## src/sv/plq_pkg.sv

```systemverilog
// Package for the priority lane task queue: field widths, command and
// status codes, and the command and result beat types. No dependencies.
`timescale 1ns / 1ps

package plq_pkg;

    // Field widths of the command and result beats
    localparam int CMD_W    = 3;
    localparam int LANE_W   = 2;
    localparam int TASK_W   = 16;
    localparam int STATUS_W = 2;
    localparam int COUNT_W  = 6;

    // Default configuration of the queue
    localparam int LANE_COUNT_DEF = 3;
    localparam int LANE_DEPTH_DEF = 16;
    localparam int TASK_WIDTH_DEF = 16;

    // Command codes
    localparam logic [CMD_W-1:0] CMD_PUSH_TAIL  = 3'd0;
    localparam logic [CMD_W-1:0] CMD_PUSH_HEAD  = 3'd1;
    localparam logic [CMD_W-1:0] CMD_TAKE       = 3'd2;
    localparam logic [CMD_W-1:0] CMD_CLEAR_ALL  = 3'd3;
    localparam logic [CMD_W-1:0] CMD_CLEAR_LANE = 3'd4;
    localparam logic [CMD_W-1:0] CMD_COMPLETE   = 3'd5;

    // Status codes
    localparam logic [STATUS_W-1:0] STATUS_OK    = 2'd0;
    localparam logic [STATUS_W-1:0] STATUS_FULL  = 2'd1;
    localparam logic [STATUS_W-1:0] STATUS_EMPTY = 2'd2;

    typedef struct packed {
        logic [CMD_W-1:0]  cmd;
        logic [LANE_W-1:0] lane;
        logic [TASK_W-1:0] task_id;
    } plq_req_t;

    typedef struct packed {
        logic                took_valid;
        logic [TASK_W-1:0]   task_out;
        logic [LANE_W-1:0]   lane_out;
        logic [STATUS_W-1:0] status;
        logic [COUNT_W-1:0]  pending_count;
        logic [COUNT_W-1:0]  active_count;
        logic                idle;
    } plq_rsp_t;

endpackage

```

## src/sv/priority_lane_task_queue.sv

```systemverilog
// Top level of the priority lane task queue: lane pointers, counters and
// result registers around the lane store. Uses plq_pkg and plq_ram.
`timescale 1ns / 1ps

// The queue takes one command in every clock cycle: busy stays low, and a
// command is taken at each edge where start is high. Its result appears on
// rsp for exactly one cycle, with done high, in the cycle after the command
// was taken; the result comes from the registered read of the lane
// store, which a take command addresses in the cycle it is taken. Lane
// pointers, fills and counters are updated at the edge that takes the
// command, so commands may follow each other in every cycle with no gaps.
// The receiver cannot stall: a result that is not taken in its cycle is
// gone. No clearing pass runs after reset; lane slots are only read once
// they hold a pushed task.
module priority_lane_task_queue #(
    parameter int LANE_COUNT = plq_pkg::LANE_COUNT_DEF,
    parameter int LANE_DEPTH = plq_pkg::LANE_DEPTH_DEF,
    parameter int TASK_WIDTH = plq_pkg::TASK_WIDTH_DEF
) (
    input  logic              clk,
    input  logic              rst_n,
    input  logic              start,
    output logic              busy,
    input  plq_pkg::plq_req_t req,
    output logic              done,
    output plq_pkg::plq_rsp_t rsp
);

    localparam int HEAD_W  = $clog2(LANE_DEPTH);
    localparam int SUM_W   = HEAD_W + 1;
    localparam int FILL_W  = $clog2(LANE_DEPTH + 1);
    localparam int ENTRIES = LANE_COUNT * LANE_DEPTH;
    localparam int ADDR_W  = $clog2(ENTRIES);
    localparam int PEND_W  = $clog2(ENTRIES + 1);
    localparam int LANE_W  = plq_pkg::LANE_W;
    localparam int TASK_W  = plq_pkg::TASK_W;
    localparam int COUNT_W = plq_pkg::COUNT_W;
    localparam int CNT_MAX = (2 ** COUNT_W) - 1;

    localparam logic [COUNT_W-1:0] RUN_MAX    = '1;
    localparam logic [SUM_W-1:0]   DEPTH_SUM  = SUM_W'(LANE_DEPTH);
    localparam logic [HEAD_W-1:0]  LAST_SLOT  = HEAD_W'(LANE_DEPTH - 1);
    localparam logic [FILL_W-1:0]  FULL_FILL  = FILL_W'(LANE_DEPTH);

    // Lane pointers and counters
    logic [HEAD_W-1:0]  head_reg  [LANE_COUNT];
    logic [HEAD_W-1:0]  head_next [LANE_COUNT];
    logic [FILL_W-1:0]  fill_reg  [LANE_COUNT];
    logic [FILL_W-1:0]  fill_next [LANE_COUNT];
    logic [PEND_W-1:0]  pend_reg;
    logic [PEND_W-1:0]  pend_next;
    logic [COUNT_W-1:0] run_reg;
    logic [COUNT_W-1:0] run_next;

    // Result registers
    logic                         done_reg;
    logic                         took_reg;
    logic                         took_next;
    logic [LANE_W-1:0]            lane_out_reg;
    logic [LANE_W-1:0]            lane_out_next;
    logic [plq_pkg::STATUS_W-1:0] status_reg;
    logic [plq_pkg::STATUS_W-1:0] status_next;

    // Per-lane decode
    logic [LANE_COUNT-1:0] lane_sel;
    logic [LANE_COUNT-1:0] lane_full;
    logic [LANE_COUNT-1:0] lane_pick;
    logic [HEAD_W-1:0]     back_slot  [LANE_COUNT];
    logic [HEAD_W-1:0]     front_slot [LANE_COUNT];
    logic [HEAD_W-1:0]     inc_slot   [LANE_COUNT];
    logic                  push_ok;
    logic                  any_ready;
    logic                  accept;

    // Lane store access
    logic                  ram_we;
    logic [ADDR_W-1:0]     ram_waddr;
    logic [TASK_WIDTH-1:0] ram_wdata;
    logic                  ram_re;
    logic [ADDR_W-1:0]     ram_raddr;
    logic [TASK_WIDTH-1:0] ram_rdata;

    logic [COUNT_W-1:0]    pend_sat;

    assign busy   = 1'b0;
    assign accept = start && !busy;

    // Decode the addressed lane and the slot arithmetic of every lane
    always_comb
    begin
        logic [SUM_W-1:0] sum_back;
        logic [SUM_W-1:0] sum_inc;
        logic             found;
        found     = 1'b0;
        push_ok   = 1'b0;
        any_ready = 1'b0;
        for (int i = 0; i < LANE_COUNT; i++)
        begin
            lane_sel[i]  = (int'(req.lane) == i);
            lane_full[i] = (fill_reg[i] == FULL_FILL);
            lane_pick[i] = (fill_reg[i] != '0) && !found;
            found        = found || (fill_reg[i] != '0);
            push_ok      = push_ok || (lane_sel[i] && !lane_full[i]);

            sum_back = SUM_W'(head_reg[i]) + SUM_W'(fill_reg[i]);
            sum_inc  = SUM_W'(head_reg[i]) + SUM_W'(1);
            back_slot[i] = (sum_back >= DEPTH_SUM) ? HEAD_W'(sum_back - DEPTH_SUM)
                                                   : HEAD_W'(sum_back);
            inc_slot[i]  = (sum_inc >= DEPTH_SUM) ? HEAD_W'(sum_inc - DEPTH_SUM)
                                                  : HEAD_W'(sum_inc);
            front_slot[i] = (head_reg[i] == '0) ? LAST_SLOT
                                                : head_reg[i] - HEAD_W'(1);
        end
        any_ready = found;
    end

    // Work out the next pointers, counters, store access and result
    always_comb
    begin
        for (int i = 0; i < LANE_COUNT; i++)
        begin
            head_next[i] = head_reg[i];
            fill_next[i] = fill_reg[i];
        end
        pend_next     = pend_reg;
        run_next      = run_reg;
        ram_we        = 1'b0;
        ram_waddr     = '0;
        ram_re        = 1'b0;
        ram_raddr     = '0;
        took_next     = 1'b0;
        lane_out_next = '0;
        status_next   = plq_pkg::STATUS_OK;
        ram_wdata     = TASK_WIDTH'(req.task_id);

        if (accept)
        begin
            case (req.cmd)
                plq_pkg::CMD_PUSH_TAIL,
                plq_pkg::CMD_PUSH_HEAD:
                begin
                    if (push_ok)
                    begin
                        ram_we    = 1'b1;
                        pend_next = pend_reg + PEND_W'(1);
                        for (int i = 0; i < LANE_COUNT; i++)
                        begin
                            if (lane_sel[i])
                            begin
                                fill_next[i] = fill_reg[i] + FILL_W'(1);
                                if (req.cmd == plq_pkg::CMD_PUSH_HEAD)
                                begin
                                    head_next[i] = front_slot[i];
                                    ram_waddr = ram_waddr | (ADDR_W'(i * LANE_DEPTH)
                                                + ADDR_W'(front_slot[i]));
                                end
                                else
                                begin
                                    ram_waddr = ram_waddr | (ADDR_W'(i * LANE_DEPTH)
                                                + ADDR_W'(back_slot[i]));
                                end
                            end
                        end
                    end
                    else
                    begin
                        status_next = plq_pkg::STATUS_FULL;
                    end
                end
                plq_pkg::CMD_TAKE:
                begin
                    if (any_ready)
                    begin
                        ram_re    = 1'b1;
                        took_next = 1'b1;
                        pend_next = pend_reg - PEND_W'(1);
                        if (run_reg != RUN_MAX)
                        begin
                            run_next = run_reg + COUNT_W'(1);
                        end
                        for (int i = 0; i < LANE_COUNT; i++)
                        begin
                            if (lane_pick[i])
                            begin
                                head_next[i]  = inc_slot[i];
                                fill_next[i]  = fill_reg[i] - FILL_W'(1);
                                lane_out_next = lane_out_next | LANE_W'(i);
                                ram_raddr = ram_raddr | (ADDR_W'(i * LANE_DEPTH)
                                            + ADDR_W'(head_reg[i]));
                            end
                        end
                    end
                    else
                    begin
                        status_next = plq_pkg::STATUS_EMPTY;
                    end
                end
                plq_pkg::CMD_CLEAR_ALL:
                begin
                    pend_next = '0;
                    for (int i = 0; i < LANE_COUNT; i++)
                    begin
                        head_next[i] = '0;
                        fill_next[i] = '0;
                    end
                end
                plq_pkg::CMD_CLEAR_LANE:
                begin
                    for (int i = 0; i < LANE_COUNT; i++)
                    begin
                        if (lane_sel[i])
                        begin
                            head_next[i] = '0;
                            fill_next[i] = '0;
                            pend_next    = pend_reg - PEND_W'(fill_reg[i]);
                        end
                    end
                end
                plq_pkg::CMD_COMPLETE:
                begin
                    if (run_reg != '0)
                    begin
                        run_next = run_reg - COUNT_W'(1);
                    end
                end
                default:
                begin
                    status_next = plq_pkg::STATUS_OK;
                end
            endcase
        end
    end

    // Hold lane state, counters and the done register
    always_ff @(posedge clk or negedge rst_n)
    begin
        if (!rst_n)
        begin
            for (int i = 0; i < LANE_COUNT; i++)
            begin
                head_reg[i] <= '0;
                fill_reg[i] <= '0;
            end
            pend_reg <= '0;
            run_reg  <= '0;
            done_reg <= 1'b0;
        end
        else
        begin
            for (int i = 0; i < LANE_COUNT; i++)
            begin
                head_reg[i] <= head_next[i];
                fill_reg[i] <= fill_next[i];
            end
            pend_reg <= pend_next;
            run_reg  <= run_next;
            done_reg <= accept;
        end
    end

    // Advance the result payload with each taken command
    always_ff @(posedge clk)
    begin
        if (accept)
        begin
            took_reg     <= took_next;
            lane_out_reg <= lane_out_next;
            status_reg   <= status_next;
        end
    end

    // Lane store: one region of LANE_DEPTH slots per lane
    plq_ram #(
        .WIDTH (TASK_WIDTH),
        .DEPTH (ENTRIES)
    ) u_store (
        .clk   (clk),
        .we    (ram_we),
        .waddr (ram_waddr),
        .wdata (ram_wdata),
        .re    (ram_re),
        .raddr (ram_raddr),
        .rdata (ram_rdata)
    );

    // Saturate the pending total to the field width
    assign pend_sat = (32'(pend_reg) > CNT_MAX) ? RUN_MAX : COUNT_W'(pend_reg);

    // Drive the result beat
    assign done              = done_reg;
    assign rsp.took_valid    = took_reg;
    assign rsp.task_out      = took_reg ? TASK_W'(ram_rdata) : '0;
    assign rsp.lane_out      = lane_out_reg;
    assign rsp.status        = status_reg;
    assign rsp.pending_count = pend_sat;
    assign rsp.active_count  = run_reg;
    assign rsp.idle          = (pend_reg == '0) && (run_reg == '0);

endmodule

```

## src/sv/plq_ram.sv

```systemverilog
// Generic simple dual-port RAM: one write port, one read port with a
// registered read. No dependencies.
`timescale 1ns / 1ps

module plq_ram #(
    parameter int WIDTH = 16,
    parameter int DEPTH = 48
) (
    input  logic                     clk,
    input  logic                     we,
    input  logic [$clog2(DEPTH)-1:0] waddr,
    input  logic [WIDTH-1:0]         wdata,
    input  logic                     re,
    input  logic [$clog2(DEPTH)-1:0] raddr,
    output logic [WIDTH-1:0]         rdata
);

    logic [WIDTH-1:0] mem [DEPTH];
    logic [WIDTH-1:0] rdata_reg;

    // Write one entry
    always_ff @(posedge clk)
    begin
        if (we)
        begin
            mem[waddr] <= wdata;
        end
    end

    // Read one entry into the output register
    always_ff @(posedge clk)
    begin
        if (re)
        begin
            rdata_reg <= mem[raddr];
        end
    end

    assign rdata = rdata_reg;

endmodule

```

## config.mk

```make
export PLATFORM = sky130hd
export DESIGN_NAME = priority_lane_task_queue
export DESIGN_NICKNAME = d
export VERILOG_FILES = /design/src/sv/plq_pkg.sv /design/src/sv/priority_lane_task_queue.sv /design/src/sv/plq_ram.sv
export SDC_FILE = /design/constraint.sdc
export NUM_CORES = 1
export LEC_CHECK = 0
export BUFFER_PORTS_ARGS = -buffer_cell sky130_fd_sc_hd__buf_2
export CORE_MARGIN = 2
export CORE_UTILIZATION = 35
export CTS_BUF_LIST = sky130_fd_sc_hd__clkbuf_8
export DETAILED_ROUTE_END_ITERATION = 7
export REMOVE_ABC_BUFFERS = 1
export SLEW_MARGIN = 40
export SYNTH_ARGS = -nofsm -noshare
export SYNTH_HDL_FRONTEND = slang
export SYNTH_SLANG_ARGS = --single-unit
```

## constraint.sdc

```tcl
create_clock -name clk -period 4.6 [get_ports clk]
set_input_delay 0.92 -clock clk [delete_from_list [all_inputs] [get_ports clk]]
set_output_delay 0.92 -clock clk [all_outputs]
set_load 0.05 [all_outputs]
```

==> results of run 1 <==
[critical path, delay by kind of cell (launching register included)]
| kind | cells | cell delay (ns) |
|---|---|---|
| AOI/OAI and AO/OA | 6 | 2.38 |
| DFF | 1 | 0.51 |
| buffers and inverters | 1 | 0.29 |
| and+or+nand+nor | 2 | 0.82 |
[power by group]
group	switching, W	internal (W)
combinational	0.00433	0.00203
clock	0.00296	0.00298
sequential	0.000344	0.00848
total	0.00764	0.0135
[logic make-up after synthesis]
group | synth area share (%)
adder cells (fa/ha/maj) | 1.61
flip-flops | 69.5
XOR/XNOR | 0.740
buffers and inverters | 2.76
AND/OR/NAND/NOR | 9.63
multiplexers | 3.80
other | 0.0106
AO/OA/AOI/OAI | 11.9
[per-stage QoR]
stage	power, W	TNS (ns)
after floorplan	0.0128	-71.54
after global placement	0.0151	0
after detailed placement	0.0153	0
after CTS	0.0212	0
after global routing	0.0221	0
final	0.0211	0
[cell usage after synthesis (22+ instances only)]
cell type	n
inv_1	34
ha_1	33
edfxtp_1	789
o31ai_1	25
nand3_1	118
a22oi_1	39
a211oi_1	46
nor3_1	22
a32oi_1	24
o21ai_0	130
and2_1	23
buf_2	53
nand2_1	330
and3_1	79
clkbuf_1	115
nor3b_1	22
mux2i_1	119
a211o_1	57
a21oi_1	157
o22ai_1	61
dfrtp_1	40
nor2_1	81
[worst paths after layout]
path / start / endpoint / slack, ns / cells after the start
min in group clk: run_reg[0] / run_reg[0] / 0.53 / 1
worst min register to register: run_reg[0] / run_reg[0] / 0.53 / 1
max in group asynchronous: rst_n / run_reg[4] / 4.02 / 1
worst max-delay path: fill_reg[6] / u_store.rdata[6] / 0.37 / 9
worst min-delay path: rst_n / head_reg[5] / 0.15 / 1
worst max register to register: fill_reg[6] / u_store.rdata[6] / 0.37 / 9
[final cells by class]
class	instances	share of cell area (%)
diodes	1	0.00620
clock buffers	138	4.71
clock inverters	102	1.38
inverters	36	0.341
multi-input cells	1558	24.6
flip-flops and latches	829	61.2
well taps	1357	4.21
repair buffers	190	3.60
[metal layers]
layer  vias to the layer above  routed length [µm]  share of wire (%)
met1                     11900               41700                 41
met4                         4                2860                2.8
met2                      1067               48900                 48
li1                      10300                   -                  -
met3                       190                8030                7.9
met5                         -                  17              0.017
==> summary.md, run 1 <==
| Metric | Value |
|---|---|
| Pwr dens | `around 520 nW/µm²` |
| GPL Wtd Cong | `approximately 0.9` |
| Post-DP HPWL | `about 62,000 µm` |
| Initial Util | `between 30% and 40%` |
| Post-synthesis sequential area ratio | `69.5%` |
| Final period utilization | `91.9%` |
| Worst Max-Slew Pin Slew | `0.924 ns` |
| Cts hold-fix bufs | `0` |
| Site row count | `116` |
| Num CTS Buffers | `136` |
| Port bufs | `58` |
| Total gr overflow | `0` |
| Final setup fails | `0` |
| Max reg flops | `768` |
| Height of the die | `~320 µm` |
| Gr usage total | `about a fifth` |
| # placed instances | `3,969` |
| Final Core Density | `40.2%` |
| CTS H-Tree Depth | `4` |
| Nets | `2,816` |
| I/O pins | `60` |
| Slowest stage delay, CP | `about 0.81 ns` |
| Sink Count | `829` |
| Status | `complete, no violations` |
| CTS root buf | `clkbuf_8` |
| Commonest non-fill, non-tap cells in the layout | `edfxtp_1, nand2_1, a21oi_1` |
| CTS tree | `yes` |
| Ratio of cells with drive above 1 in the final layout | `14.5%` |
| Max_cap viols | `0` |
| Share of the synthesized area in the top cell type | `between 60 and 70%` |
| Worst vdd ir | `0.537 mV` |
| Setup crit start kind | `flip-flop` |
| Vias per std cell | `5.56` |
| Met1 GRT Util | `25.7%` |
| Clock Latency Late Sink | `0.79 ns` |
| Final Hold Viols | `0` |
| Unique masters post-synth | `76` |
| Fin worst setup slack | `approximately 0.37 ns` |
| Pin count of the biggest net entering global routing | `121` |
| Post-cts resize count | `0` |
| Initial antenna violation count | `5` |
| Hold Crit Class | `in2async` |
| Flip-flop and latch count after synthesis | `829` |
| Max-slew violations | `0` |
| Syn avg cell area | `about 14 µm²` |
| Clock skew | `0.0385 ns` |
| Hold WS | `0.146 ns` |
| Leak | `14.5 nW` |
| Cell count after synthesis | `2,610` |
| First-pass GRT wire length | `approximately 150,000 µm` |
| CP cell instances | `nor4_2 > nand2_1 > a221oi_1 > buf_4 > o21a_1 > o21ai_0 > o22ai_1 > a22oi_1 > o211a_1` |
| Fin area | `40,400 µm²` |
| Slew HR | `38.2%` |
| # DRC | `0` |
| EDFF count, synth | `789` |
| Share of flip-flops with an asynchronous set or reset | `4.83%` |
| Worst endpoint required time | `5.14 ns` |
| Post-synth top flop | `edfxtp_1` |
| CP Data Arrival Time | `4.76 ns` |
| Crit path kind | `reg2reg` |
| Synth Cell Area | `around 36,000 µm²` |
| Slowest stage cell, crit path | `a221oi_1` |
| Area Overhead vs Synth | `13.7%` |
| Vias in the first global route | `around 23,000` |
| DP Area | `37,900 µm²` |
| Via count | `approximately 23,000` |
| Max FO, Critical Path | `12` |
| Routing usage on met2 | `31.8%` |
| Initial DRT Pass Iterations | `6` |
| RSZ-0062 raised after global routing | `false` |
| YS warnings | `0` |
| Fmax | `237 MHz` |
| Die span in x | `323 µm` |
| ANT nets after route | `0` |
| Register Area | `24,700 µm²` |
| Area leader, netlist | `edfxtp_1` |
| Dpl ws | `0.313 ns` |
| Core region area | `100,000 µm²` |
| Worst-path clk slew | `0.06 ns` |
| Fillcell total | `9,258` |
| Longest Clk Path Bufs | `3` |
| WL/cell | `~24 µm` |
| Crit end category | `flip-flop` |
| Multi-input gate area | `9930 µm²` |
| Final min period | `4.23 ns` |
| GR Layer Usage met3 | `3.48%` |
| Post-CTS Setup Bufs | `0` |
| Die area | `104,000 µm²` |
| Final Non-Filler Cells | `4,211` |
| Commonest non-fill, non-tap cell in the layout | `edfxtp_1` |
| Largest cells by area after synthesis | `edfxtp_1, nand2_1, mux2i_1` |
| Final WL | `102,000 µm` |
| Initial drt markers | `around 2,600` |
| GRT busiest layer | `met2` |
(Power assumes the default switching activity.)
==> run 2, diff against run 1 <==
Settings changed: ABC_AREA set to 1.
==> run 2 against run 1 <==
  * Sequential power fell by 0.7%
  * Highest routed layer is now met4
  * The run now ends with DRC left
  * Largest power group unchanged
  * Clock skew barely moved
  * Non-clock buffer count shrank 18
  * Critical path type unchanged
==> summary.md, run 2 <==
| Metric | Value |
|---|---|
| Initial drt markers | `3,050 (+16%)` |
| EDFF count, synth | `789 (unchanged)` |
| Site row count | `119 (+2.6%)` |
| Gr usage total | `19.5% (+0.14 points)` |
| Final Hold Viols | `0 (unchanged)` |
| Cell count after synthesis | `3,379 (+29%)` |
| Final period utilization | `78.8% (-13 points)` |
| Slowest stage cell, crit path | `dfrtp_1` |
| Failing checks | `DRC` |
| Worst r2r path cells | `17 (+8)` |
| Area leader, netlist | `edfxtp_1` |
| Worst vdd ir | `0.604 mV (+13%)` |
| Num CTS Buffers | `138 (+1.5%)` |
| Slew HR | `29.1% (-9.0 points)` |
| Worst endpoint required time | `5.15 ns (about the same)` |
| RSZ-0062 raised after global routing | `false` |
| Via count | `26,000 (+11%)` |
| Initial Util | `35.4% (-0.052 points)` |
| P_int | `0.0125 W (-7.5%)` |
| Max reg flops | `768 (unchanged)` |
| First-pass GRT wire length | `158,000 µm (+5.4%)` |
| Worst-path clk slew | `0.06 ns (about the same)` |
| Routing usage on met2 | `31.7% (-0.11 points)` |
| Post-CTS Setup Bufs | `0 (unchanged)` |
| Clock share of power | `32.1% (+4.0 points)` |
| # placed instances | `4,748 (+20%)` |
| Final setup fails | `0 (unchanged)` |
| ANT nets after route | `0 (unchanged)` |
| Setup crit start kind | `flip-flop` |
| Vias in the first global route | `25,100 (+7.9%)` |
| Status | `finished with violations` |
| Flip-flop and latch count after synthesis | `829 (unchanged)` |
| Core region area | `105,000 µm² (+5.1%)` |
| Ratio of cells with drive above 1 in the final layout | `11.2% (-3.3 points)` |
| Share of flip-flops with an asynchronous set or reset | `4.83% (unchanged)` |
| Post-synth top flop | `edfxtp_1` |
| Most used cell along the critical path | `nand2_1` |
| Max-slew violations | `0 (unchanged)` |
| CTS tree | `yes` |
| Initial antenna violation count | `5 (unchanged)` |
| Hold Crit Class | `in2async` |
| CP cell instances | `nor2_2 > nand2_2 > nor2_8 > nand2_1 > nor2_4 > nand2_1 > nand2_2 > nand2_8 > inv_4 > buf_4 > a21oi_1 > o21ai_0 > nand3_1 > nand3_1 > nand2_1 > nand2_1 > nand2_1` |
| Initial DRT Pass Iterations | `8 (+2)` |
| WL/cell | `21.3 µm (-11%)` |
| Nets | `3,562 (+26%)` |
| CP Data Arrival Time | `4.18 ns (-0.58 ns)` |
| CTS H-Tree Depth | `4 (unchanged)` |
| Clock skew | `0.0386 ns (+0.0000212 ns)` |
| Crit path kind | `reg2reg` |
| Delay-heaviest family, CP | `simple AND/OR/NAND/NOR gates` |
| GPL Wtd Cong | `0.906 (+2.6%)` |
| YS warnings | `0 (unchanged)` |
| Port bufs | `58 (unchanged)` |
| Clock Latency Late Sink | `0.81 ns (+0.02 ns)` |
| Sequential share of power | `47.3% (+5.5 points)` |
| Synth Cell Area | `37,300 µm² (+5.0%)` |
| Most numerous cell in the Yosys netlist | `edfxtp_1` |
| Total gr overflow | `0 (unchanged)` |
| Final WL | `107,000 µm (+5.1%)` |
| Fmax | `276 MHz (+17%)` |
| Area Overhead vs Synth | `12.5%` |
| Die area | `109,000 µm² (+4.9%)` |
| Largest cells by area after synthesis | `edfxtp_1, nand3_1, inv_1` |
| Post-DP HPWL | `66,200 µm (+6.7%)` |
| CP Depth | `17 (+8)` |
| Final min period | `3.62 ns (-0.602 ns)` |
| Height of the die | `330 µm (+2.4%)` |
| # DRC | `3 (+3)` |
| Pwr dens | `442 nW/µm² (-15%)` |
| Max FO, Critical Path | `37 (+25)` |
| Logic pwr share | `20.5% (-9.6 points)` |
| Syn avg cell area | `11.0 µm² (-19%)` |
| Met1 GRT Util | `26.2% (+0.52 points)` |
| Die span in x | `330 µm (+2.4%)` |
| CTS root buf | `clkbuf_8` |
| Leak | `16.0 nW (+10%)` |
| Final Non-Filler Cells | `4,998 (+19%)` |
| I/O pins | `60 (unchanged)` |
| Share of the synthesized area in the top cell type | `63.6% (-3.1 points)` |
| Cts hold-fix bufs | `0 (unchanged)` |
| Sink Count | `829 (unchanged)` |
| GR Layer Usage met3 | `3.67% (+0.18 points)` |
| Unique masters post-synth | `51 (-33%)` |
| Commonest non-fill, non-tap cells in the layout | `edfxtp_1, nand3_1, inv_1` |
| Commonest non-fill, non-tap cell in the layout | `edfxtp_1` |
| Psw | `0.00606 W (-21%)` |
| GRT busiest layer | `met2` |
| Vias per std cell | `5.20 (-6.5%)` |
| Final Core Density | `39.8% (-0.49 points)` |
| Longest Clk Path Bufs | `3 (unchanged)` |
| Post-synthesis sequential area ratio | `66.3% (-3.3 points)` |
| Buffers and inverters on the worst path | `2 (+1)` |
| Top cells by count, synth | `edfxtp_1, nand3_1, inv_1` |
| Crit end category | `flip-flop` |
| Pin count of the biggest net entering global routing | `169 (+40%)` |
| Switching share of total power | `32.7% (-3.4 points)` |
| Slowest stage delay, CP | `0.51 ns (-0.30 ns)` |
| Max_cap viols | `0 (unchanged)` |
| Post-cts resize count | `0 (unchanged)` |
| Worst Max-Slew Pin Slew | `1.06 ns (+0.139 ns)` |
[run 2: cell types whose count changed in the layout (fill, tap and decap cells not counted), sizes merged, moves of 38 or more]
cell,previous run,this run
a21oi,157,95
inv,93,447
o22ai,61,13
mux2i,119,0
nand2,332,389
a22oi,39,1
nand3,118,602
o21ai,133,226
a211oi,46,5
nor2,83,346
a211o,57,0
nand3b,0,175
and3,79,0
[run 2: cells by family after synthesis]
group                      Yosys count  synth area share, %
and+or+nand+nor                   1534                 19.7
other                                1               0.0101
xor gates and xnor gates            23                0.541
adders and majority gates           41                 1.54
DFF                                829                 66.3
AOI/OAI and AO/OA                  366                 5.26
buffers and inverters              585                 6.71
[run 2: path summary, 6_finish.rpt]
kind | from | to | slack [ns]
hold / removal | rst_n | fill_reg[13] | 0.11
setup reg to reg | fill_reg[11] | u_store.rdata[0] | 0.98
setup / recovery | fill_reg[11] | u_store.rdata[0] | 0.98
max in group asynchronous | rst_n | fill_reg[7] | 4.09
min in group clk | start | took_reg | 0.43
hold reg to reg | run_reg[5] | run_reg[5] | 0.52
[run 2: area by class of cell]
type                            count  area (µm²)
Sequential cell                   829       24700
Antenna cell                        1        2.50
Clock inverter                    109         547
Clock buffer                      140        1930
Tap cell                         1391        1740
Inverter                          391        1470
Fill cell                       10200       63500
Timing Repair Buffer              172        1320
Multi-Input combinational cell   1965       10200
[run 2: through the flow]
step,setup TNS [ns],setup WS (ns),hold WS (ns),power (W),cell area (µm²)
floorplan,-166.84,-10.44,0.551,0.0111,36200
global placement,0,0.680,0.493,0.0127,39400
detailed placement,0,0.537,0.501,0.0127,39400
CTS,0,1.02,0.0516,0.0187,41900
global route,0,0.760,0.0941,0.0194,41900
finish,0,0.975,0.107,0.0185,41900
[run 2: power groups by stage]
stage	clock network (W)	registers [W]	logic (W)
2_1_floorplan	0	0.00901	0.00207
3_3_place_gp	0	0.00892	0.00376
3_5_place_dp	0	0.00892	0.00378
4_1_cts	0.00609	0.00877	0.00380
5_1_grt	0.00642	0.00880	0.00420
6_report	0.00596	0.00877	0.00381
[run 2: layer usage]
layer	part of all wire (%)	wire [µm]
met5	0	0
met4	2.9	3150
met3	8.1	8680
met2	48	50700
met1	41	44200
